### src/rtl/wdia_pkg.sv
// ----------------------------------------------------------------------------
// wdia_pkg
// Shared types and constants of the windowed distinct-tag alarm unit.
// ----------------------------------------------------------------------------
package wdia_pkg;

    // Default sizes handed to the top level
    localparam int HISTORY_DEPTH_DEF = 16;
    localparam int MAX_LIMIT_DEF     = 15;

    // Field widths
    localparam int TIME_W   = 32;
    localparam int TAG_W    = 16;
    localparam int USER_W   = 16;
    localparam int WINDOW_W = 17;
    localparam int LIMIT_W  = 4;
    localparam int FOUND_W  = 5;

    // Stream widths
    localparam int S_TDATA_W = 64;
    localparam int M_TDATA_W = 56;

    // Configuration port
    localparam int CFG_IDX_W  = 2;
    localparam int CFG_DATA_W = 17;

    localparam logic [CFG_IDX_W-1:0] CFG_WINDOW = 2'd0;
    localparam logic [CFG_IDX_W-1:0] CFG_LIMIT  = 2'd1;

    localparam logic [WINDOW_W-1:0] WINDOW_RESET = 17'd3600;
    localparam logic [LIMIT_W-1:0]  LIMIT_RESET  = 4'd3;

    typedef enum logic {
        ST_IDLE,
        ST_WALK
    } ctrl_state_t;

    // Controller to datapath
    typedef struct packed {
        logic load;   // take request, write ring, seed distinct set
        logic step;   // consume one older ring entry
        logic emit;   // move finished result into output register
    } ctrl_cmd_t;

    // Datapath to controller
    typedef struct packed {
        logic walk_end;  // no more entries, or entry outside window
        logic out_free;  // output register can take a result this cycle
    } dp_status_t;

endpackage

### src/rtl/wdia_ctrl.sv
// ----------------------------------------------------------------------------
// wdia_ctrl
// Sequencer: accept one request, walk the history, hand result to output.
// ----------------------------------------------------------------------------
module wdia_ctrl (
    input  logic                   aclk,
    input  logic                   aresetn,
    input  logic                   s_tvalid,
    output logic                   s_tready,
    input  wdia_pkg::dp_status_t   status,
    output wdia_pkg::ctrl_cmd_t    cmd
);
    import wdia_pkg::*;

    ctrl_state_t state_reg;
    ctrl_state_t state_next;

    always_ff @(posedge aclk) begin
        if (!aresetn) begin
            state_reg <= ST_IDLE;
        end else begin
            state_reg <= state_next;
        end
    end

    always_comb begin
        state_next = state_reg;
        unique case (state_reg)
            ST_IDLE: begin
                if (s_tvalid) begin
                    state_next = ST_WALK;
                end
            end
            ST_WALK: begin
                if (status.walk_end && status.out_free) begin
                    state_next = ST_IDLE;
                end
            end
            default: state_next = ST_IDLE;
        endcase
    end

    always_comb begin
        s_tready = 1'b0;
        cmd      = '0;
        unique case (state_reg)
            ST_IDLE: begin
                s_tready = 1'b1;
                cmd.load = s_tvalid;
            end
            ST_WALK: begin
                cmd.step = !status.walk_end;
                cmd.emit = status.walk_end && status.out_free;
            end
            default: begin
                s_tready = 1'b0;
            end
        endcase
    end

endmodule

### src/rtl/wdia_datapath.sv
// ----------------------------------------------------------------------------
// wdia_datapath
// Event ring, window compare, distinct-tag lanes and output register.
// ----------------------------------------------------------------------------
module wdia_datapath #(
    parameter int HISTORY_DEPTH = wdia_pkg::HISTORY_DEPTH_DEF,
    parameter int MAX_LIMIT     = wdia_pkg::MAX_LIMIT_DEF
) (
    input  logic                                aclk,
    input  logic                                aresetn,
    input  logic                                cfg_valid,
    input  logic [wdia_pkg::CFG_IDX_W-1:0]      cfg_index,
    input  logic [wdia_pkg::CFG_DATA_W-1:0]     cfg_data,
    input  logic [wdia_pkg::S_TDATA_W-1:0]      s_tdata,
    input  logic                                s_tuser,
    input  wdia_pkg::ctrl_cmd_t                 cmd,
    output wdia_pkg::dp_status_t                status,
    input  logic                                m_tready,
    output logic                                m_tvalid,
    output logic [wdia_pkg::M_TDATA_W-1:0]      m_tdata
);
    import wdia_pkg::*;

    localparam int AW     = $clog2(HISTORY_DEPTH);
    localparam int FW     = $clog2(HISTORY_DEPTH + 2);
    localparam int SEEN_N = MAX_LIMIT + 1;
    localparam int CW     = $clog2(MAX_LIMIT + 2);
    localparam int LW     = (CW > LIMIT_W) ? CW : LIMIT_W;
    localparam int ENT_W  = TIME_W + TAG_W;

    localparam logic [AW-1:0] SLOT_LAST = AW'(HISTORY_DEPTH - 1);
    localparam logic [FW-1:0] FILL_FULL = FW'(HISTORY_DEPTH);

    // config
    logic [WINDOW_W-1:0] window_reg;
    logic [LIMIT_W-1:0]  limit_reg;

    // ring state
    logic [ENT_W-1:0]    hist_mem [HISTORY_DEPTH];
    logic [AW-1:0]       wr_slot_reg, wr_slot_next;
    logic [FW-1:0]       fill_reg, fill_next;

    // current item
    logic [TIME_W-1:0]   time_reg;
    logic [USER_W-1:0]   user_reg;

    // walk
    logic [AW-1:0]       rd_addr_reg, rd_addr_next;
    logic [ENT_W-1:0]    rd_data_reg;
    logic [AW-1:0]       remain_reg, remain_next;
    logic [TAG_W-1:0]    seen_tag_reg [SEEN_N];
    logic [CW-1:0]       seen_count_reg;

    // output register
    logic                m_tvalid_reg;
    logic [M_TDATA_W-1:0] m_tdata_reg;

    logic [TIME_W-1:0]   in_time;
    logic [TAG_W-1:0]    in_tag;
    logic [USER_W-1:0]   in_user;
    logic [AW-1:0]       slot;
    logic [FW-1:0]       fill_base;
    logic [FW-1:0]       stored;
    logic [TIME_W-1:0]   rd_time;
    logic [TAG_W-1:0]    rd_tag;
    logic                out_win;
    logic                tag_hit;
    logic                do_insert;
    logic [LW-1:0]       limit_eff;
    logic                boundary;
    logic                truncated;
    logic                alarm;

    assign in_time = s_tdata[TIME_W-1:0];
    assign in_tag  = s_tdata[TIME_W+TAG_W-1:TIME_W];
    assign in_user = s_tdata[TIME_W+TAG_W+USER_W-1:TIME_W+TAG_W];

    assign rd_time = rd_data_reg[ENT_W-1:TAG_W];
    assign rd_tag  = rd_data_reg[TAG_W-1:0];

    // limit clamped to MAX_LIMIT, one below the lane count
    assign limit_eff = (LW'(limit_reg) > LW'(MAX_LIMIT)) ? LW'(MAX_LIMIT) : LW'(limit_reg);

    // ---- config registers ----
    always_ff @(posedge aclk) begin
        if (!aresetn) begin
            window_reg <= WINDOW_RESET;
            limit_reg  <= LIMIT_RESET;
        end else if (cfg_valid) begin
            unique case (cfg_index)
                CFG_WINDOW: window_reg <= cfg_data[WINDOW_W-1:0];
                CFG_LIMIT:  limit_reg  <= cfg_data[LIMIT_W-1:0];
                default:    ;
            endcase
        end
    end

    // ---- ring pointers on load, read pointer also on step ----
    always_comb begin
        slot      = s_tuser ? '0 : wr_slot_reg;
        fill_base = s_tuser ? '0 : fill_reg;
        wr_slot_next = (slot == SLOT_LAST) ? '0 : slot + 1'b1;
        fill_next    = (fill_base <= FILL_FULL) ? fill_base + 1'b1 : fill_base;
        stored       = (fill_next < FILL_FULL) ? fill_next : FILL_FULL;

        rd_addr_next = rd_addr_reg;
        remain_next  = remain_reg;
        if (cmd.load) begin
            // newest older entry sits just behind the slot written now
            rd_addr_next = (slot == '0) ? SLOT_LAST : slot - 1'b1;
            remain_next  = AW'(stored - 1'b1);
        end else if (cmd.step) begin
            rd_addr_next = (rd_addr_reg == '0) ? SLOT_LAST : rd_addr_reg - 1'b1;
            remain_next  = remain_reg - 1'b1;
        end
    end

    always_ff @(posedge aclk) begin
        if (!aresetn) begin
            wr_slot_reg <= '0;
            fill_reg    <= '0;
        end else if (cmd.load) begin
            wr_slot_reg <= wr_slot_next;
            fill_reg    <= fill_next;
        end
    end

    // ---- history memory: one write, one registered read ----
    always_ff @(posedge aclk) begin
        if (cmd.load) begin
            hist_mem[slot] <= {in_time, in_tag};
        end
        rd_data_reg <= hist_mem[rd_addr_next];
    end

    always_ff @(posedge aclk) begin
        rd_addr_reg <= rd_addr_next;
        if (cmd.load) begin
            time_reg <= in_time;
            user_reg <= in_user;
        end
    end

    always_ff @(posedge aclk) begin
        if (!aresetn) begin
            remain_reg <= '0;
        end else begin
            remain_reg <= remain_next;
        end
    end

    // ---- window and distinct-set compare ----
    assign out_win = (time_reg > rd_time) &&
                     ((time_reg - rd_time) > TIME_W'(window_reg));

    always_comb begin
        tag_hit = 1'b0;
        for (int i = 0; i < SEEN_N; i++) begin
            if ((CW'(i) < seen_count_reg) && (seen_tag_reg[i] == rd_tag)) begin
                tag_hit = 1'b1;
            end
        end
    end

    assign do_insert = cmd.step && !tag_hit && (LW'(seen_count_reg) <= limit_eff);

    always_ff @(posedge aclk) begin
        for (int i = 0; i < SEEN_N; i++) begin
            if (cmd.load && i == 0) begin
                seen_tag_reg[i] <= in_tag;
            end else if (do_insert && seen_count_reg == CW'(i)) begin
                seen_tag_reg[i] <= rd_tag;
            end
        end
    end

    // current event always counts as one distinct tag
    always_ff @(posedge aclk) begin
        if (!aresetn) begin
            seen_count_reg <= '0;
        end else if (cmd.load) begin
            seen_count_reg <= CW'(1);
        end else if (do_insert) begin
            seen_count_reg <= seen_count_reg + 1'b1;
        end
    end

    assign status.walk_end = (remain_reg == '0) || out_win;
    assign status.out_free = !m_tvalid_reg || m_tready;

    // ---- result ----
    assign boundary  = out_win && (remain_reg != '0);
    assign truncated = !boundary && (fill_reg > FILL_FULL);
    assign alarm     = LW'(seen_count_reg) > limit_eff;

    always_ff @(posedge aclk) begin
        if (!aresetn) begin
            m_tvalid_reg <= 1'b0;
        end else if (cmd.emit) begin
            m_tvalid_reg <= 1'b1;
        end else if (m_tready) begin
            m_tvalid_reg <= 1'b0;
        end
    end

    always_ff @(posedge aclk) begin
        if (cmd.emit) begin
            m_tdata_reg <= {1'b0, truncated, alarm, FOUND_W'(seen_count_reg),
                            time_reg, user_reg};
        end
    end

    assign m_tvalid = m_tvalid_reg;
    assign m_tdata  = m_tdata_reg;

    // ---- checks ----
    a_fill_bound: assert property (@(posedge aclk) disable iff (!aresetn)
        fill_reg <= FILL_FULL + 1'b1)
        else $error("fill count above saturation");

    a_slot_bound: assert property (@(posedge aclk) disable iff (!aresetn)
        wr_slot_reg <= SLOT_LAST)
        else $error("write slot outside ring");

    a_step_has_entry: assert property (@(posedge aclk) disable iff (!aresetn)
        cmd.step |-> (remain_reg != '0) && !out_win)
        else $error("step without an entry in window");

    a_load_seed: assert property (@(posedge aclk) disable iff (!aresetn)
        cmd.load |=> (seen_count_reg == CW'(1)) && (remain_reg < AW'(HISTORY_DEPTH - 1) ||
                                                   remain_reg == SLOT_LAST))
        else $error("distinct set not seeded on load");

    a_emit_valid: assert property (@(posedge aclk) disable iff (!aresetn)
        cmd.emit |=> m_tvalid_reg && (m_tdata_reg[FOUND_W+TIME_W+USER_W-1:TIME_W+USER_W] != '0))
        else $error("emitted result missing or with empty count");

endmodule

### src/rtl/windowed_distinct_id_alarm_unit.sv
// ----------------------------------------------------------------------------
// windowed_distinct_id_alarm_unit
// Sliding-window distinct device-tag counter with alarm, per user group.
// ----------------------------------------------------------------------------
// Walk: after a request is taken, the ring entries held for the group are
//   read back one entry per cycle until the window closes or they run out.
// A new request is taken only once the result of the last one has moved
//   into the output register.
// Reset (aresetn low, synchronous): empty history, no result pending,
//   window 3600 s, limit 3. Ring contents are not cleared; no clearing pass.
// ----------------------------------------------------------------------------
module windowed_distinct_id_alarm_unit #(
    parameter int HISTORY_DEPTH = wdia_pkg::HISTORY_DEPTH_DEF,  // 2..256
    parameter int MAX_LIMIT     = wdia_pkg::MAX_LIMIT_DEF       // 1..63
) (
    input  logic                                aclk,
    input  logic                                aresetn,

    // configuration writes; index 0 window_seconds, 1 device_limit
    input  logic                                cfg_valid,
    output logic                                cfg_ready,
    input  logic [wdia_pkg::CFG_IDX_W-1:0]      cfg_index,
    input  logic [wdia_pkg::CFG_DATA_W-1:0]     cfg_data,

    // event requests
    input  logic                                s_tvalid,
    output logic                                s_tready,
    // [31:0] event_time, [47:32] device_tag, [63:48] user_key
    input  logic [wdia_pkg::S_TDATA_W-1:0]      s_tdata,
    // [0] new_group
    input  logic                                s_tuser,

    // results
    output logic                                m_tvalid,
    input  logic                                m_tready,
    // [15:0] user_out, [47:16] time_out, [52:48] distinct_found,
    // [53] alarm, [54] history_truncated, [55] zero
    output logic [wdia_pkg::M_TDATA_W-1:0]      m_tdata
);
    import wdia_pkg::*;

    ctrl_cmd_t  cmd;
    dp_status_t status;

    // config registers are plain flops, always writable
    assign cfg_ready = 1'b1;

    // sequencer: IDLE takes a request, WALK steps the ring until the window
    // closes or the group's entries run out, then hands over to the output
    // register (which may still hold the previous result)
    wdia_ctrl u_ctrl (
        .aclk     (aclk),
        .aresetn  (aresetn),
        .s_tvalid (s_tvalid),
        .s_tready (s_tready),
        .status   (status),
        .cmd      (cmd)
    );

    // ring memory, compare lanes for the distinct set, output register
    wdia_datapath #(
        .HISTORY_DEPTH (HISTORY_DEPTH),
        .MAX_LIMIT     (MAX_LIMIT)
    ) u_datapath (
        .aclk      (aclk),
        .aresetn   (aresetn),
        .cfg_valid (cfg_valid),
        .cfg_index (cfg_index),
        .cfg_data  (cfg_data),
        .s_tdata   (s_tdata),
        .s_tuser   (s_tuser),
        .cmd       (cmd),
        .status    (status),
        .m_tready  (m_tready),
        .m_tvalid  (m_tvalid),
        .m_tdata   (m_tdata)
    );

endmodule

### config.mk
export PLATFORM = sky130hd
export DESIGN_NAME = windowed_distinct_id_alarm_unit
export DESIGN_NICKNAME = d
export VERILOG_FILES = /design/src/rtl/wdia_pkg.sv /design/src/rtl/wdia_ctrl.sv /design/src/rtl/wdia_datapath.sv /design/src/rtl/windowed_distinct_id_alarm_unit.sv
export SDC_FILE = /design/constraint.sdc
export NUM_CORES = 2
export LEC_CHECK = 0
export BUFFER_PORTS_ARGS = -buffer_cell sky130_fd_sc_hd__buf_2
export CORE_UTILIZATION = 30
export CTS_CLUSTER_SIZE = 24
export DETAILED_ROUTE_END_ITERATION = 16
export GPL_ROUTABILITY_DRIVEN = 0
export PLACE_DENSITY = 0.44
export RECOVER_POWER = 25
export SETUP_SLACK_MARGIN = 0.4
export SLEW_MARGIN = 20
export SYNTH_ARGS = -nofsm -noshare
export SYNTH_HDL_FRONTEND = slang
export SYNTH_SLANG_ARGS = --single-unit
### constraint.sdc
create_clock -name aclk -period 18.5 [get_ports aclk]
set_input_delay 1.85 -clock aclk [delete_from_list [all_inputs] [get_ports aclk]]
set_output_delay 1.85 -clock aclk [all_outputs]
set_load 0.01 [all_outputs]
# --- Word-level counts from Yosys, hierarchy flattened ---
# Memory sizes are Yosys's and may differ from the RTL's. A register that Yosys moved wholly into a read port is not among the register bits.
# Index checks and enable logic that the tools add are counted.
classes:
  add_sub_neg: 8
  n_lt_le_gt_ge: 23
  eq_ne: 33
  muxes: 118
  bitwise_logic: 3
  reduce_logical: 71
op_table:
  columns: ["cell", "count"]
  rows:
  - ["$eq A16 B16 Y1", 16]
  - ["$mux W16", 16]
  - ["$reduce_or A16 Y1", 15]
  - ["$mux W4", 24]
  - ["$mux W1", 74]
  - ["$eq A5 B4 Y1 const B", 8]
  - ["$lt A4 B5 Y1 const A", 8]
  - ["$logic_and A1 B1 Y1", 38]
  - ["$gt A32 B17 Y1", 1]
  - ["$gt A32 B32 Y1", 1]
  - ["$sub A32 B32 Y32", 1]
  - ["$eq A5 B3 Y1 const B", 4]
  - ["$lt A3 B5 Y1 const A", 4]
  - ["$sub A4 B1 Y4 const B", 4]
  - ["$logic_not A4 Y1", 3]
  - ["$add A5 B1 Y5 const B", 2]
  - ["$eq A5 B2 Y1 const B", 2]
  - ["$lt A1 B5 Y1 const A", 2]
  - ["$lt A2 B5 Y1 const A", 2]
  - ["$mux W5", 2]
  - ["$reduce_bool A2 Y1", 3]
  - ["$eq A5 B1 Y1 const B", 1]
  - ["$gt A5 B4 Y1", 1]
  - ["$gt A5 B5 Y1 const B", 1]
  - ["17 further kinds", 23]
word_totals:
  register_bits: 148
  mem_bits_rw: 1024
  inputBits: 89
  out_inout_bits: 59
  elab_cells: 271
  mem_count: 2
mem_list:
  columns: ["name", "words", "word_bits", "read_ports", "rd_clocked_by_memory_dff", "write_ports", "line", "rtl"]
  rows:
  - ["u_datapath.hist_mem", 16, 48, 1, 1, 1, "wdia_datapath.sv:39", "logic [ENT_W-1:0] hist_mem [HISTORY_DEPTH];"]
  - ["u_datapath.seen_tag_reg", 16, 16, 16, 0, 1, "wdia_datapath.sv:51", "logic [TAG_W-1:0] seen_tag_reg [SEEN_N];"]

# --- Logic depth before layout (Yosys ltp) ---
# An unclocked memory read counts as a cell.
depth:
  ltp_word: 42
  ltp_mapped: 28
  ltp_nobuf: 25

# --- By module ---
# A second synthesis with hierarchy kept.
unflattened:
  hier_cells: 3806
  area_unflattened_um2: 50435.9
modules_own_cells:
  columns: ["mod", "n_inst", "cells_each", "area_per_inst_um2", "seq_area_each_um2"]
  rows:
  - ["wdia_datapath", 1, 3797, 50365.8, 35684.2]
  - ["wdia_ctrl", 1, 7, 58.8, 20.0]
  - ["windowed_distinct_id_alarm_unit", 1, 2, 11.3, 0.0]

# --- Least setup slack after synthesis ---
# Ideal clock, no wire load.
synth_path:
  path_type: "flip-flop to flip-flop"
  start: "reg u_datapath.time_reg[8]"
  end: "reg u_datapath.m_tdata_reg[0] (netlist: u_datapath.m_tdata[0]) (enable)"
  setup_time_ns: 0.476
  t_arrival_ns: 6.016
  required_ns: 18.024
  slack_ns: 12.008
  path_stages_with_launch: 19
  n_path_buf: 0
  cell_sequence: "edfxtp_1 ha_1 a21oi_1 o21ai_0 a221oi_1 nand2_1 a31oi_1 xnor2_1 ha_1 nand4_1 a2111oi_0 o31a_1 a41oi_1 or4b_4 nor4b_4 and3_1 nor2_1 o21ai_0 nor2b_1"
synth_lines:
  columns: ["item", "line", "rtl"]
  rows:
  - ["from (decl)", "wdia_datapath.sv:44", "logic [TIME_W-1:0] time_reg;"]
  - ["from (signal assigned)", "wdia_datapath.sv:139", "time_reg <= in_time;"]
  - ["to (signal assigned)", "wdia_datapath.sv:208", "m_tdata_reg <= {1'b0, truncated, alarm, FOUND_W'(seen_count_reg),"]
  - ["to (decl)", "wdia_datapath.sv:56", "logic [M_TDATA_W-1:0] m_tdata_reg;"]

# --- Worst setup path in the final report ---
layout_path:
  start: "reg u_datapath.time_reg[8]"
  end: "reg u_datapath.rd_data_reg[16] (read register of u_datapath.hist_mem)"
layout_between:
  elab_chain_len: 8
  elab_cells_between_ends: 9
  cone_classes: "1 x add/sub; 2 x order compare; 3 x mux; 3 x reduce/logical"
layout_lines:
  columns: ["item", "line", "rtl"]
  rows:
  - ["$sub A32 B32 Y32", "wdia_datapath.sv:154", "((time_reg - rd_time) > TIME_W'(window_reg));"]
  - ["$gt A32 B17 Y1", "wdia_datapath.sv:154", null]
  - ["$logic_and A1 B1 Y1 *", "wdia_datapath.sv:153", "assign out_win = (time_reg > rd_time) &&"]
  - ["$logic_or A1 B1 Y1 *", "wdia_datapath.sv:188", "assign status.walk_end = (remain_reg == '0) || out_win;"]
  - ["$logic_not A1 Y1 *", "wdia_ctrl.sv:52", "cmd.step = !status.walk_end;"]
  - ["$mux W2 *", "wdia_ctrl.sv:46", "unique case (state_reg)"]
  - ["$mux W4 *", "wdia_datapath.sv:112", "end else if (cmd.step) begin"]
  - ["$mux W4 *", "wdia_datapath.sv:108", "if (cmd.load) begin"]
  - ["to (decl)", "wdia_datapath.sv:49", "logic [ENT_W-1:0] rd_data_reg;"]
# Mark *: on every way between the ends. The rest lies on a longest branch, timed or not.
# A chain may end at the register's enable or synchronous reset.

==> results.md <==
- Status: complete, but fails checks
- Failing checks: max-capacitance violations, max-slew violations
- Non-Filler Instances: 5371
- Synth Area in Simple Gates: 6.58%
- CTS tree: done
- Initial DRC count: 2202
- Filler Cell Count: 15496
- Crit Path Max Fanout: 43
- Via-to-Cell Ratio: 5.00
- Clock Latency Late Sink: 0.79 ns
- CP Data Required Time: 19.12 ns
- Postcts setup bufs: 0
- Main synth FF type: edfxtp_1
- Final Hold Viols: 0
- # hold bufs at CTS: 0
- Remaining Overflow, GRT: 0
- Share of flip-flops with an asynchronous set or reset: 0%
- Chip width: 408 um
- Synth Area in XOR/XNOR: 4.97%
- TritonCTS Buffers: 140
- Total core area: 163000 sq um
- M3 GR Usage: 2.56%
- Largest family of logic cells by synthesized area: multiplexers
- Placed instance area: 52800 sq um
- Via count: 26881
- Mux share of post-synthesis cell area: 9.29%
- Rows: 148
- Critical path type: reg2reg
- Yosys reg bits: 1220
- Met2 usage: 27.2%
- Clk slew on worst S/H paths: 0.06 ns
- Leak: 18.4 nW
- Largest register FFs: 768
- Clock period minus worst slack: 9.51 ns
- Post-DR wirelength/cell: 25.7 um
- Met1 Track Usage GR: 22.6%
- PD cells: 140 nW/um^2
- Most frequent cells after synthesis: edfxtp_1, nand3_1, mux4_2
- Top-count cell post-synth: edfxtp_1
- Total power: 0.00802 W
- Pin count of the biggest net entering global routing: 66
- Die H: 408 um
- Setup Skew: 0.0563 ns
- Fin crit share: 51.4%
- Top Usage Layer GRT: met2
- Compound-cell area share of the yosys netlist: 2.99%
- PortBufs: 145
- Synth cell types: 83
- RSZ-0062 raised after global routing: false
- Global-route wire length before repair: 201 mm
- Cells after DPL: 5106
- H-tree Lvls: 4
- Clock tree buffer depth: 3
- Critical Path Start Type: flip-flop
- Final Setup Violations: 0
- Initial core utilization: 30.3%
- Die Area: 167000 sq um
- Synthesized cell area: 49500 sq um
- Critical Path AT: 10.13 ns
- Crit. End Element: flip-flop
- Share of Yosys cell area claimed by the top area cell type: 68.3%
- Remaining DRCs: 0
- Least-Margin Pin Slew: 2.66 ns
- Final Cell Area: 57300 sq um
- Tightest Hold Check Type: reg2reg
- IO Count: 148
- Post-Syn Nets: 3031
- FMAX: 105 MHz
- Initial antenna violation count: 11
- HPWL Detailed: 78.0 mm
- Syn. warnings: 0
- Detailed Route WL: 138 mm
- Vias in the first global route: 28330
- Synth Area in Adders: 1.71%
- Pre-antenna DRT Iters: 5
- Clock Tree Root: clkbuf_16
- Clk sinks: 1220
- Post_cts resized: 0
- Synth area leader: edfxtp_1
- Worst IR Drop VDD: 85.8 uV
- Max Slew Vio Count: 516
- Final setup TNS: 0 ns
- Layout area overhead: 15.8%
- Total track usage: 16.5%
- EDFF count, synth: 1127
- Synth top area cells: edfxtp_1, mux4_2, dfxtp_1
- Cells after Synth: 2875
- Proportion of layout cells with a drive suffix above 1: 19.7%
- Worst slew margin: -77.4%
- Fin nets: 3230
- Register area share after synthesis: 72.1%
- Post-route ant nets: 0
- Mean area per synthesized cell: 17.2 sq um
- Maxcap violations: 16
## layout make-up
class,instances,area [sq um],area share (%)
repair buffers,214,1160,2.02
clock inverters,69,752,1.31
multi-input cells,1418,12900,22.4
clock buffers,192,3830,6.68
inverters,80,307,0.535
flip-flops and latches,1220,35700,62.3
well taps,2175,2720,4.75
diodes,3,7.51,0.0131
## report_power, final
part           total [W]  switching [W]  internal (W)
clock network    0.00273        0.00118       0.00155
logic            0.00199        0.00124      0.000753
registers        0.00330      0.0000651       0.00323
## metrics by stage
stage	hold WS [ns]	worst slack, ns	util (%)
floorplan	0.400	12.01	-
global placement	0.401	8.84	32.3
detailed placement	0.405	8.79	32.3
CTS	0.420	8.75	35.1
global route	0.432	8.06	35.1
finish	0.420	8.99	35.1
## layout by cell type, fill, tap and decap left out, drive strengths merged, types with 92 or more instances in the layout
cell type and n:
buf 175, clkbuf 231, dfxtp 93, edfxtp 1127, mux4 192, nand2 92
nand3 213, nand4 98, xnor2 143, xor2 138
## final timing paths
| path | end | start | cells past startpoint | slack [ns] |
|---|---|---|---|---|
| min | u_datapath.m_tdata[3] | u_datapath.user_reg[3] | 0 | 0.42 |
| min reg2reg | u_datapath.m_tdata[3] | u_datapath.user_reg[3] | 0 | 0.42 |
| max | u_datapath.rd_data_reg[16] | u_datapath.time_reg[8] | 25 | 8.99 |
| max reg2reg | u_datapath.rd_data_reg[16] | u_datapath.time_reg[8] | 25 | 8.99 |
## cells by family after synthesis
| group | Yosys count |
|---|---|
| DFF | 1220 |
| buffers and inverters | 237 |
| AOI/OAI and AO/OA | 226 |
| xor gates and xnor gates | 281 |
| muxes | 218 |
| other | 2 |
| adders and majority gates | 67 |
| and+or+nand+nor | 624 |
## critical path: stages (launching register included)
cell and delay, ns:
edfxtp_1 0.38, ha_1 0.42, a21oi_1 0.22, o21ai_0 0.20
a221oi_1 0.53, nand2_1 0.21, a31oi_1 0.26, xnor2_1 0.17
ha_1 0.29, nand4_1 0.16, nor2_1 0.07, a221o_1 0.31
o31a_1 0.26, a41oi_1 0.18, or4b_4 0.50, nor4b_4 0.52
and4_1 0.34, o21ai_1 0.12, a31oi_4 0.16, buf_4 0.55
buf_4 0.84, buf_4 0.81, buf_4 0.81, mux4_2 0.60
nand3_1 0.10, nand4_1 0.18
## metal layers
metal	vias to the layer above	part of all wire (%)
met5	-	0
li1	11667	-
met3	178	4.4
met2	653	48
met4	0	1.9
met1	14383	45
Note: power is estimated with default switching activity, not from simulation.
